==> config.mk <==
export PLATFORM = sky130hd
export DESIGN_NAME = double_ended_queue_unit_flat
export DESIGN_NICKNAME = d
export VERILOG_FILES = /design/src/rtl/core/deq_pkg.sv /design/src/rtl/core/deq_in_if.sv /design/src/rtl/core/deq_out_if.sv /design/src/rtl/core/double_ended_queue_unit.sv /design/src/rtl/core/deq_front.sv /design/src/rtl/core/deq_queue.sv /design/src/rtl/core/deq_back.sv /design/src/flat_wrapper.sv
export SDC_FILE = /design/constraint.sdc
export NUM_CORES = 1
export LEC_CHECK = 0
export BUFFER_PORTS_ARGS = -buffer_cell sky130_fd_sc_hd__buf_2
export CAP_MARGIN = 30
export CORE_ASPECT_RATIO = 0.8
export CORE_MARGIN = 5
export CORE_UTILIZATION = 43
export CTS_CLUSTER_SIZE = 40
export DETAILED_ROUTE_END_ITERATION = 16
export SETUP_SLACK_MARGIN = 0.2
export SLEW_MARGIN = 20
export SYNTH_ARGS = -nofsm -noshare
export SYNTH_HDL_FRONTEND = slang
export SYNTH_SLANG_ARGS = --single-unit
==> constraint.sdc <==
create_clock -name clk -period 6.2 [get_ports clk]
set_input_delay 0.62 -clock clk [delete_from_list [all_inputs] [get_ports clk]]
set_output_delay 0.62 -clock clk [all_outputs]
set_load 0.05 [all_outputs]
==> src/rtl/core/deq_pkg.sv <==
// Shared types and codes for the double-ended queue unit.
package deq_pkg;

  localparam int REQ_W = 3;
  localparam int VAL_W = 32;
  localparam int ST_W  = 3;

  // request codes on the input channel
  localparam logic [REQ_W-1:0] REQ_ADD_FRONT = 3'd0;
  localparam logic [REQ_W-1:0] REQ_ADD_REAR  = 3'd1;
  localparam logic [REQ_W-1:0] REQ_REM_FRONT = 3'd2;
  localparam logic [REQ_W-1:0] REQ_REM_REAR  = 3'd3;

  // result status codes
  localparam logic [ST_W-1:0] ST_DONE      = 3'd0;
  localparam logic [ST_W-1:0] ST_UNDERFLOW = 3'd1;
  localparam logic [ST_W-1:0] ST_OVERFLOW  = 3'd2;
  localparam logic [ST_W-1:0] ST_LISTED    = 3'd3;
  localparam logic [ST_W-1:0] ST_EMPTY     = 3'd4;

  // operation kinds after classification
  localparam logic [1:0] OP_ADD    = 2'd0;
  localparam logic [1:0] OP_REMOVE = 2'd1;
  localparam logic [1:0] OP_LIST   = 2'd2;

  typedef struct packed {
    logic [1:0]              kind;
    logic                    at_front;
    logic signed [VAL_W-1:0] value;
  } deq_op_t;

endpackage

==> src/rtl/core/deq_in_if.sv <==
// Request channel: valid/ready handshake with request type and value.
interface deq_in_if;
  logic                              valid;
  logic                              ready;
  logic [deq_pkg::REQ_W-1:0]         req_type;
  logic signed [deq_pkg::VAL_W-1:0]  value;

  modport source (output valid, output req_type, output value, input ready);
  modport sink   (input valid, input req_type, input value, output ready);
endinterface

==> src/rtl/core/deq_out_if.sv <==
// Result channel: valid/ready handshake with status, value and last flag.
interface deq_out_if;
  logic                              valid;
  logic                              ready;
  logic [deq_pkg::ST_W-1:0]          status;
  logic signed [deq_pkg::VAL_W-1:0]  value_res;
  logic                              last;

  modport source (output valid, output status, output value_res, output last, input ready);
  modport sink   (input valid, input status, input value_res, input last, output ready);
endinterface

==> src/rtl/core/double_ended_queue_unit.sv <==
// Bounded double-ended queue of CAPACITY 32-bit entries kept in a ring buffer. Requests
// add at the front or rear, remove from the front or rear, or list all entries front to
// rear; status codes report underflow, overflow and an empty listing. Requests enter a
// two-entry queue at once and are carried out one at a time by the back end: an add is
// done at dispatch, a remove steps through dispatch, registered memory read and result
// load, and a list repeats read and load per entry over the memory's single read port.
// A result is held in an output register until taken; a full output stalls the back end.
module double_ended_queue_unit #(
  parameter int CAPACITY = 32
) (
  input  logic      clk,
  input  logic      rst_n,
  deq_in_if.sink    in_req,
  deq_out_if.source out_res
);

  logic             push_valid, push_ready;
  deq_pkg::deq_op_t push_op;
  logic             pop_valid, pop_ready;
  deq_pkg::deq_op_t pop_op;

  deq_front u_front (
    .in_req     (in_req),
    .push_valid (push_valid),
    .push_ready (push_ready),
    .push_op    (push_op)
  );

  deq_queue u_queue (
    .clk        (clk),
    .rst_n      (rst_n),
    .push_valid (push_valid),
    .push_ready (push_ready),
    .push_op    (push_op),
    .pop_valid  (pop_valid),
    .pop_ready  (pop_ready),
    .pop_op     (pop_op)
  );

  deq_back #(
    .CAPACITY (CAPACITY)
  ) u_back (
    .clk       (clk),
    .rst_n     (rst_n),
    .pop_valid (pop_valid),
    .pop_ready (pop_ready),
    .pop_op    (pop_op),
    .out_res   (out_res)
  );

endmodule

==> src/rtl/core/deq_front.sv <==
// Front end: accepts requests and classifies them into operations.
module deq_front (
  deq_in_if.sink          in_req,
  output logic            push_valid,
  input  logic            push_ready,
  output deq_pkg::deq_op_t push_op
);

  always_comb begin
    push_op.value    = in_req.value;
    push_op.at_front = 1'b0;
    case (in_req.req_type)
      deq_pkg::REQ_ADD_FRONT: begin
        push_op.kind     = deq_pkg::OP_ADD;
        push_op.at_front = 1'b1;
      end
      deq_pkg::REQ_ADD_REAR: begin
        push_op.kind = deq_pkg::OP_ADD;
      end
      deq_pkg::REQ_REM_FRONT: begin
        push_op.kind     = deq_pkg::OP_REMOVE;
        push_op.at_front = 1'b1;
      end
      deq_pkg::REQ_REM_REAR: begin
        push_op.kind = deq_pkg::OP_REMOVE;
      end
      // list all, and unused codes behave the same
      default: begin
        push_op.kind = deq_pkg::OP_LIST;
      end
    endcase
  end

  assign push_valid   = in_req.valid;
  assign in_req.ready = push_ready;

endmodule

==> src/rtl/core/deq_queue.sv <==
// Two-entry operation queue between the front end and the back end.
module deq_queue (
  input  logic             clk,
  input  logic             rst_n,
  input  logic             push_valid,
  output logic             push_ready,
  input  deq_pkg::deq_op_t push_op,
  output logic             pop_valid,
  input  logic             pop_ready,
  output deq_pkg::deq_op_t pop_op
);

  deq_pkg::deq_op_t ent_r [2];
  logic       wr_ptr_r, wr_ptr_nxt;
  logic       rd_ptr_r, rd_ptr_nxt;
  logic [1:0] cnt_r, cnt_nxt;
  logic       do_push, do_pop;

  assign push_ready = (cnt_r != 2'd2);
  assign pop_valid  = (cnt_r != 2'd0);
  assign pop_op     = ent_r[rd_ptr_r];
  assign do_push    = push_valid && push_ready;
  assign do_pop     = pop_valid && pop_ready;

  always_comb begin
    wr_ptr_nxt = do_push ? ~wr_ptr_r : wr_ptr_r;
    rd_ptr_nxt = do_pop ? ~rd_ptr_r : rd_ptr_r;
    cnt_nxt    = cnt_r + {1'b0, do_push} - {1'b0, do_pop};
  end

  always_ff @(posedge clk) begin
    if (!rst_n) begin
      wr_ptr_r <= 1'b0;
      rd_ptr_r <= 1'b0;
      cnt_r    <= 2'd0;
    end else begin
      wr_ptr_r <= wr_ptr_nxt;
      rd_ptr_r <= rd_ptr_nxt;
      cnt_r    <= cnt_nxt;
    end
  end

  always_ff @(posedge clk) begin
    if (do_push) begin
      ent_r[wr_ptr_r] <= push_op;
    end
  end

endmodule

==> src/rtl/core/deq_back.sv <==
// Back end: ring buffer storage, pointer update, list walk and result register.
module deq_back #(
  parameter int CAPACITY = 32
) (
  input  logic             clk,
  input  logic             rst_n,
  input  logic             pop_valid,
  output logic             pop_ready,
  input  deq_pkg::deq_op_t pop_op,
  deq_out_if.source        out_res
);

  localparam int IW = (CAPACITY > 1) ? $clog2(CAPACITY) : 1;
  localparam int CW = $clog2(CAPACITY + 1);
  localparam logic [IW-1:0] IDX_MAX = IW'(CAPACITY - 1);
  localparam logic [CW-1:0] CNT_FULL = CW'(CAPACITY);
  localparam logic [CW-1:0] CNT_ONE  = CW'(1);

  localparam logic [1:0] S_IDLE  = 2'd0;
  localparam logic [1:0] S_ISSUE = 2'd1;
  localparam logic [1:0] S_EMIT  = 2'd2;

  logic signed [deq_pkg::VAL_W-1:0] mem [CAPACITY];
  logic signed [deq_pkg::VAL_W-1:0] rd_data_r;

  logic [1:0]    state_r, state_nxt;
  logic [IW-1:0] head_r, head_nxt;
  logic [IW-1:0] tail_r, tail_nxt;
  logic [CW-1:0] count_r, count_nxt;
  logic [IW-1:0] cur_r, cur_nxt;
  logic [CW-1:0] remain_r, remain_nxt;
  logic          list_r, list_nxt;

  logic                             out_valid_r, out_valid_nxt;
  logic [deq_pkg::ST_W-1:0]         out_status_r, out_status_nxt;
  logic signed [deq_pkg::VAL_W-1:0] out_value_r, out_value_nxt;
  logic                             out_last_r, out_last_nxt;

  logic          out_free, take;
  logic          mem_we;
  logic [IW-1:0] mem_waddr;

  function automatic logic [IW-1:0] idx_inc(input logic [IW-1:0] i);
    return (i == IDX_MAX) ? '0 : i + 1'b1;
  endfunction

  function automatic logic [IW-1:0] idx_dec(input logic [IW-1:0] i);
    return (i == '0) ? IDX_MAX : i - 1'b1;
  endfunction

  assign out_free  = !out_valid_r || out_res.ready;
  assign pop_ready = (state_r == S_IDLE) && out_free;
  assign take      = pop_valid && pop_ready;

  always_comb begin
    state_nxt      = state_r;
    head_nxt       = head_r;
    tail_nxt       = tail_r;
    count_nxt      = count_r;
    cur_nxt        = cur_r;
    remain_nxt     = remain_r;
    list_nxt       = list_r;
    out_valid_nxt  = out_valid_r && !out_res.ready;
    out_status_nxt = out_status_r;
    out_value_nxt  = out_value_r;
    out_last_nxt   = out_last_r;
    mem_we         = 1'b0;
    mem_waddr      = tail_r;

    case (state_r)
      S_IDLE: begin
        if (take) begin
          out_value_nxt = '0;
          out_last_nxt  = 1'b1;
          case (pop_op.kind)
            deq_pkg::OP_ADD: begin
              out_valid_nxt = 1'b1;
              if (count_r == CNT_FULL) begin
                out_status_nxt = deq_pkg::ST_OVERFLOW;
              end else begin
                out_status_nxt = deq_pkg::ST_DONE;
                mem_we         = 1'b1;
                count_nxt      = count_r + 1'b1;
                if (pop_op.at_front) begin
                  mem_waddr = idx_dec(head_r);
                  head_nxt  = idx_dec(head_r);
                end else begin
                  tail_nxt = idx_inc(tail_r);
                end
              end
            end
            deq_pkg::OP_REMOVE: begin
              if (count_r == '0) begin
                out_valid_nxt  = 1'b1;
                out_status_nxt = deq_pkg::ST_UNDERFLOW;
              end else begin
                count_nxt  = count_r - 1'b1;
                remain_nxt = CNT_ONE;
                list_nxt   = 1'b0;
                state_nxt  = S_ISSUE;
                if (pop_op.at_front) begin
                  cur_nxt  = head_r;
                  head_nxt = idx_inc(head_r);
                end else begin
                  cur_nxt  = idx_dec(tail_r);
                  tail_nxt = idx_dec(tail_r);
                end
              end
            end
            default: begin
              if (count_r == '0) begin
                out_valid_nxt  = 1'b1;
                out_status_nxt = deq_pkg::ST_EMPTY;
              end else begin
                cur_nxt    = head_r;
                remain_nxt = count_r;
                list_nxt   = 1'b1;
                state_nxt  = S_ISSUE;
              end
            end
          endcase
        end
      end
      // read of mem[cur_r] lands in rd_data_r at this edge
      S_ISSUE: begin
        state_nxt = S_EMIT;
      end
      S_EMIT: begin
        if (out_free) begin
          out_valid_nxt  = 1'b1;
          out_status_nxt = list_r ? deq_pkg::ST_LISTED : deq_pkg::ST_DONE;
          out_value_nxt  = rd_data_r;
          out_last_nxt   = (remain_r == CNT_ONE);
          if (remain_r == CNT_ONE) begin
            state_nxt = S_IDLE;
          end else begin
            cur_nxt    = idx_inc(cur_r);
            remain_nxt = remain_r - 1'b1;
            state_nxt  = S_ISSUE;
          end
        end
      end
      default: begin
        state_nxt = S_IDLE;
      end
    endcase
  end

  always_ff @(posedge clk) begin
    if (!rst_n) begin
      state_r     <= S_IDLE;
      head_r      <= '0;
      tail_r      <= '0;
      count_r     <= '0;
      out_valid_r <= 1'b0;
    end else begin
      state_r     <= state_nxt;
      head_r      <= head_nxt;
      tail_r      <= tail_nxt;
      count_r     <= count_nxt;
      out_valid_r <= out_valid_nxt;
    end
  end

  always_ff @(posedge clk) begin
    cur_r        <= cur_nxt;
    remain_r     <= remain_nxt;
    list_r       <= list_nxt;
    out_status_r <= out_status_nxt;
    out_value_r  <= out_value_nxt;
    out_last_r   <= out_last_nxt;
  end

  always_ff @(posedge clk) begin
    if (mem_we) begin
      mem[mem_waddr] <= pop_op.value;
    end
    rd_data_r <= mem[cur_r];
  end

  assign out_res.valid     = out_valid_r;
  assign out_res.status    = out_status_r;
  assign out_res.value_res = out_value_r;
  assign out_res.last      = out_last_r;

endmodule

==> src/flat_wrapper.sv <==
// flat-port wrapper written by rule: the top's interface ports become plain ports
module double_ended_queue_unit_flat 
#(
  parameter int CAPACITY = 32
)
  (clk, rst_n, in_req_valid, in_req_req_type, in_req_value, in_req_ready, out_res_valid, out_res_status, out_res_value_res, out_res_last, out_res_ready);
  deq_in_if in_req_i ();
  deq_out_if out_res_i ();
  input  logic clk;
  input  logic rst_n;
  input wire logic [$bits(in_req_i.valid)-1:0] in_req_valid;
  input wire logic [$bits(in_req_i.req_type)-1:0] in_req_req_type;
  input wire logic [$bits(in_req_i.value)-1:0] in_req_value;
  output wire logic [$bits(in_req_i.ready)-1:0] in_req_ready;
  output wire logic [$bits(out_res_i.valid)-1:0] out_res_valid;
  output wire logic [$bits(out_res_i.status)-1:0] out_res_status;
  output wire logic [$bits(out_res_i.value_res)-1:0] out_res_value_res;
  output wire logic [$bits(out_res_i.last)-1:0] out_res_last;
  input wire logic [$bits(out_res_i.ready)-1:0] out_res_ready;
  assign in_req_i.valid = in_req_valid;
  assign in_req_i.req_type = in_req_req_type;
  assign in_req_i.value = in_req_value;
  assign in_req_ready = in_req_i.ready;
  assign out_res_valid = out_res_i.valid;
  assign out_res_status = out_res_i.status;
  assign out_res_value_res = out_res_i.value_res;
  assign out_res_last = out_res_i.last;
  assign out_res_i.ready = out_res_ready;
  double_ended_queue_unit #(.CAPACITY(CAPACITY)) u_core (.clk(clk), .rst_n(rst_n), .in_req(in_req_i), .out_res(out_res_i));
endmodule
==> out/metrics.cfg <==
[outcome]
status = finished clean

[grt]
grt_pass1_vias = 21480
grt_pass1_wl_mm = 152.9
grt_max_degree = 110
overflow = 0
track_usage_pct = 18.50
antenna_found_initial = 2

[setup_path]
r2r_cells = 8
cp-end-kind = flip-flop
rr_endpoint = u_core.u_back.mem[7][1]
reg2reg_slack_ps = 2190
critPathMaxFanout = 24
worstPathRequired_ps = 6550
crit_arrival_ps = 4360
critPathKind = reg -> reg
startpoint_type = flip-flop

[clock_network]
cts_hold_buf = 0
clkLatencyLatePin_ps = 720
clock_path_buffers = 3
post_cts_buffers = 0
cts_buffers = 112
root_buffer = clkbuf_16
htreeDepth = 3
cts.sinks = 1198
cts_tree = yes
post_cts_resized = 0
path_clk_slew_ps = 60

[detailed_routing]
drc = 0
first_iter_violations = 2034
routed_wl_mm = 104.5
vias = 21000
final_antenna_net_count = 0
dr.pass1.iters = 5
wire_per_inst_um = 28.39
vias_per_cell = 5.704

[synthesis]
syn_inst = 2006
synth-edff-count = 1142
avgSynthCellArea_um2 = 22.92
synth_warnings = 0
synth_largest_area_cell = edfxtp_1
synth_cell_types = 62
ys_seq_elements = 1198
syn-num-nets = 2067
syn_area_mm2 = 0.04599
yosysMostFrequentCell = edfxtp_1
async_flop_share_pct = 0
synth_top_area_share_pct = 74.57
synthTopCellsByCount = edfxtp_1 (1,142), mux4_2 (320), mux2_2 (68)
synth-seq-area-share_pct = 77.01
synth_area_leaders = edfxtp_1 (75%), mux4_2 (16%), dfxtp_1 (2.4%), mux2_2 (1.7%), ha_1 (0.57%)
yosys_most_used_dff = edfxtp_1

[pwr]
comb_power_share_pct = 28.9
internal_power_uw = 17000
p_per_area_mw_per_mm2 = 467.5
switching_share_pct = 30.53
p_switching_uw = 7471
max-vdd-ir-drop_v = 0.0004650
p_leak_uw = 0.01651
seq_power_share_pct = 41.9
clkPwrFrac_pct = 29.2

[timing]
post-route-period-util_pct = 64.70
slew_violations = 0
hold_ws_ps = 99.88
setup_violations = 0
fmax_mhz = 249.3
grt_setup_unrepaired = no
hold_viol_final = 0
relSlewSlack_pct = 41.89
finalSetupTns_ps = 0
setup_ws_ps = 2189
worst_pin_slew_ps = 864.5
skew_ps = 24.05
min_period_ps = 4011

[placed_design]
dp_cells = 3465
port_buffers = 76
gp_congestion = 0.7922
dp_hpwl_mm = 61.05
place_area_mm2 = 0.04845
place_ws_ps = 2027

[floorplanning]
dieArea_mm2 = 0.1136
io-pin-count = 77
dieHeight_um = 302.5
core-area_mm2 = 0.1063
fp.dieW_um = 375.6
start_util_pct = 43.26
num_rows = 107

[cells_and_area]
fill_cells = 8451
antenna_cells = 0
final_area_mm2 = 0.05235
final_layout_size_suffix_gt1_share_pct = 33.39
area_growth_syn_to_layout_pct = 13.83
nets = 2226
fin_cells = 3681

[min_path]
whs_endpoint = u_core.u_queue.ent_r[0][7]
hold_start = in_req_value[7]
whs_path_depth = 1
hold_class = in -> reg

[flow_run]
drv_cap = 0

power groups by stage:
stage	Combinational, uW	Sequential (uW)	Clock [uW]
global placement	7080	10400	0
CTS	7250	10300	7300
floorplan	4480	10700	0
global route	7540	10300	7650
detailed placement	7230	10400	0
finish	7080	10200	7150
cell usage in the layout, fill, tap and decap left out, types with 33 or more instances in the layout:
| cell type | n |
|---|---|
| and2_1 | 36 |
| clkbuf_16 | 112 |
| nor2_1 | 33 |
| buf_2 | 77 |
| edfxtp_1 | 1142 |
| buf_4 | 58 |
| nor3_2 | 33 |
| mux2_2 | 68 |
| mux4_2 | 320 |
| dfxtp_1 | 55 |
sequential cells by signal, summed over array words and instances, names as in the netlist, 2 cells and up, named ones only:
signal,cells
u_core.u_back.cur_r,5
u_core.u_back.tail_r,5
u_core.u_back.mem,1024
u_core.u_back.head_r,5
u_core.u_queue.ent_r,70
u_core.u_back.out_res.value_res,32
u_core.u_back.count_r,6
u_core.u_back.remain_r,6
u_core.u_queue.cnt_r,2
u_core.u_back.out_res.status,3
u_core.u_back.rd_data_r,32
u_core.u_back.state_r,2
kinds of logic (layout without fill, tap and decap cells):
family | count (synthesis) | after routing | share of synthesized area [%]
DFF | 1198 | 1198 | 77.01
buffers and inverters | 114 | 372 | 1.107
AOI/OAI and AO/OA | 75 | 75 | 1.230
and+or+nand+nor | 179 | 179 | 2.103
muxes | 395 | 395 | 17.50
xor gates and xnor gates | 23 | 23 | 0.4381
adders and majority gates | 22 | 22 | 0.6149
worst max-delay path, cell delays in order, from the launching register on:
cell and delay, ps:
dfxtp_2 670, buf_4 540, mux2_2 450, o31ai_4 110, or2_1 420, mux2i_1 230
buf_4 220, nor3_2 510, buf_4 490
how the worst max path moves through the flow:
stage / start / endpoint / slack (ps)
global placement: flip-flop / u_core.u_back.mem[7][10] / 2130
finish: flip-flop / u_core.u_back.mem[7][1] / 2190
floorplan: u_core.u_back.head_r[0] / u_core.u_back.mem[15][0] / 1440
CTS: flip-flop / u_core.u_back.mem[7][1] / 2020
global route: flip-flop / u_core.u_back.mem[7][21] / 1900
detailed placement: flip-flop / u_core.u_back.mem[7][9] / 2030
area by class of cell:
class	count	area (um2)	share of cell area (%)
sequential	1198	35420	67.65
multi-input combinational	694	10240	19.57
clock buffer	143	2989	5.710
tap	1417	1773	3.387
timing repair buffer	143	983.4	1.879
clock inverter	70	882.1	1.685
inverter	16	60.06	0.1147
per-stage QoR:
step	total power (uW)	util, %
4_1_cts	24820	49.22
5_1_grt	25490	49.25
6_report	24470	49.25
2_1_floorplan	15190	-
3_3_place_gp	17510	45.54
3_5_place_dp	17670	45.58
layer usage:
metal	GRT usage (%)	share of wire, %	up-vias
met5	0	0	-
met4	3.665	1.6	0
met3	3.444	5.8	95
met2	29.95	49	694
met1	26.81	44	11420
li1	-	-	8786
No activity file was read; power rests on OpenSTA's default activity.
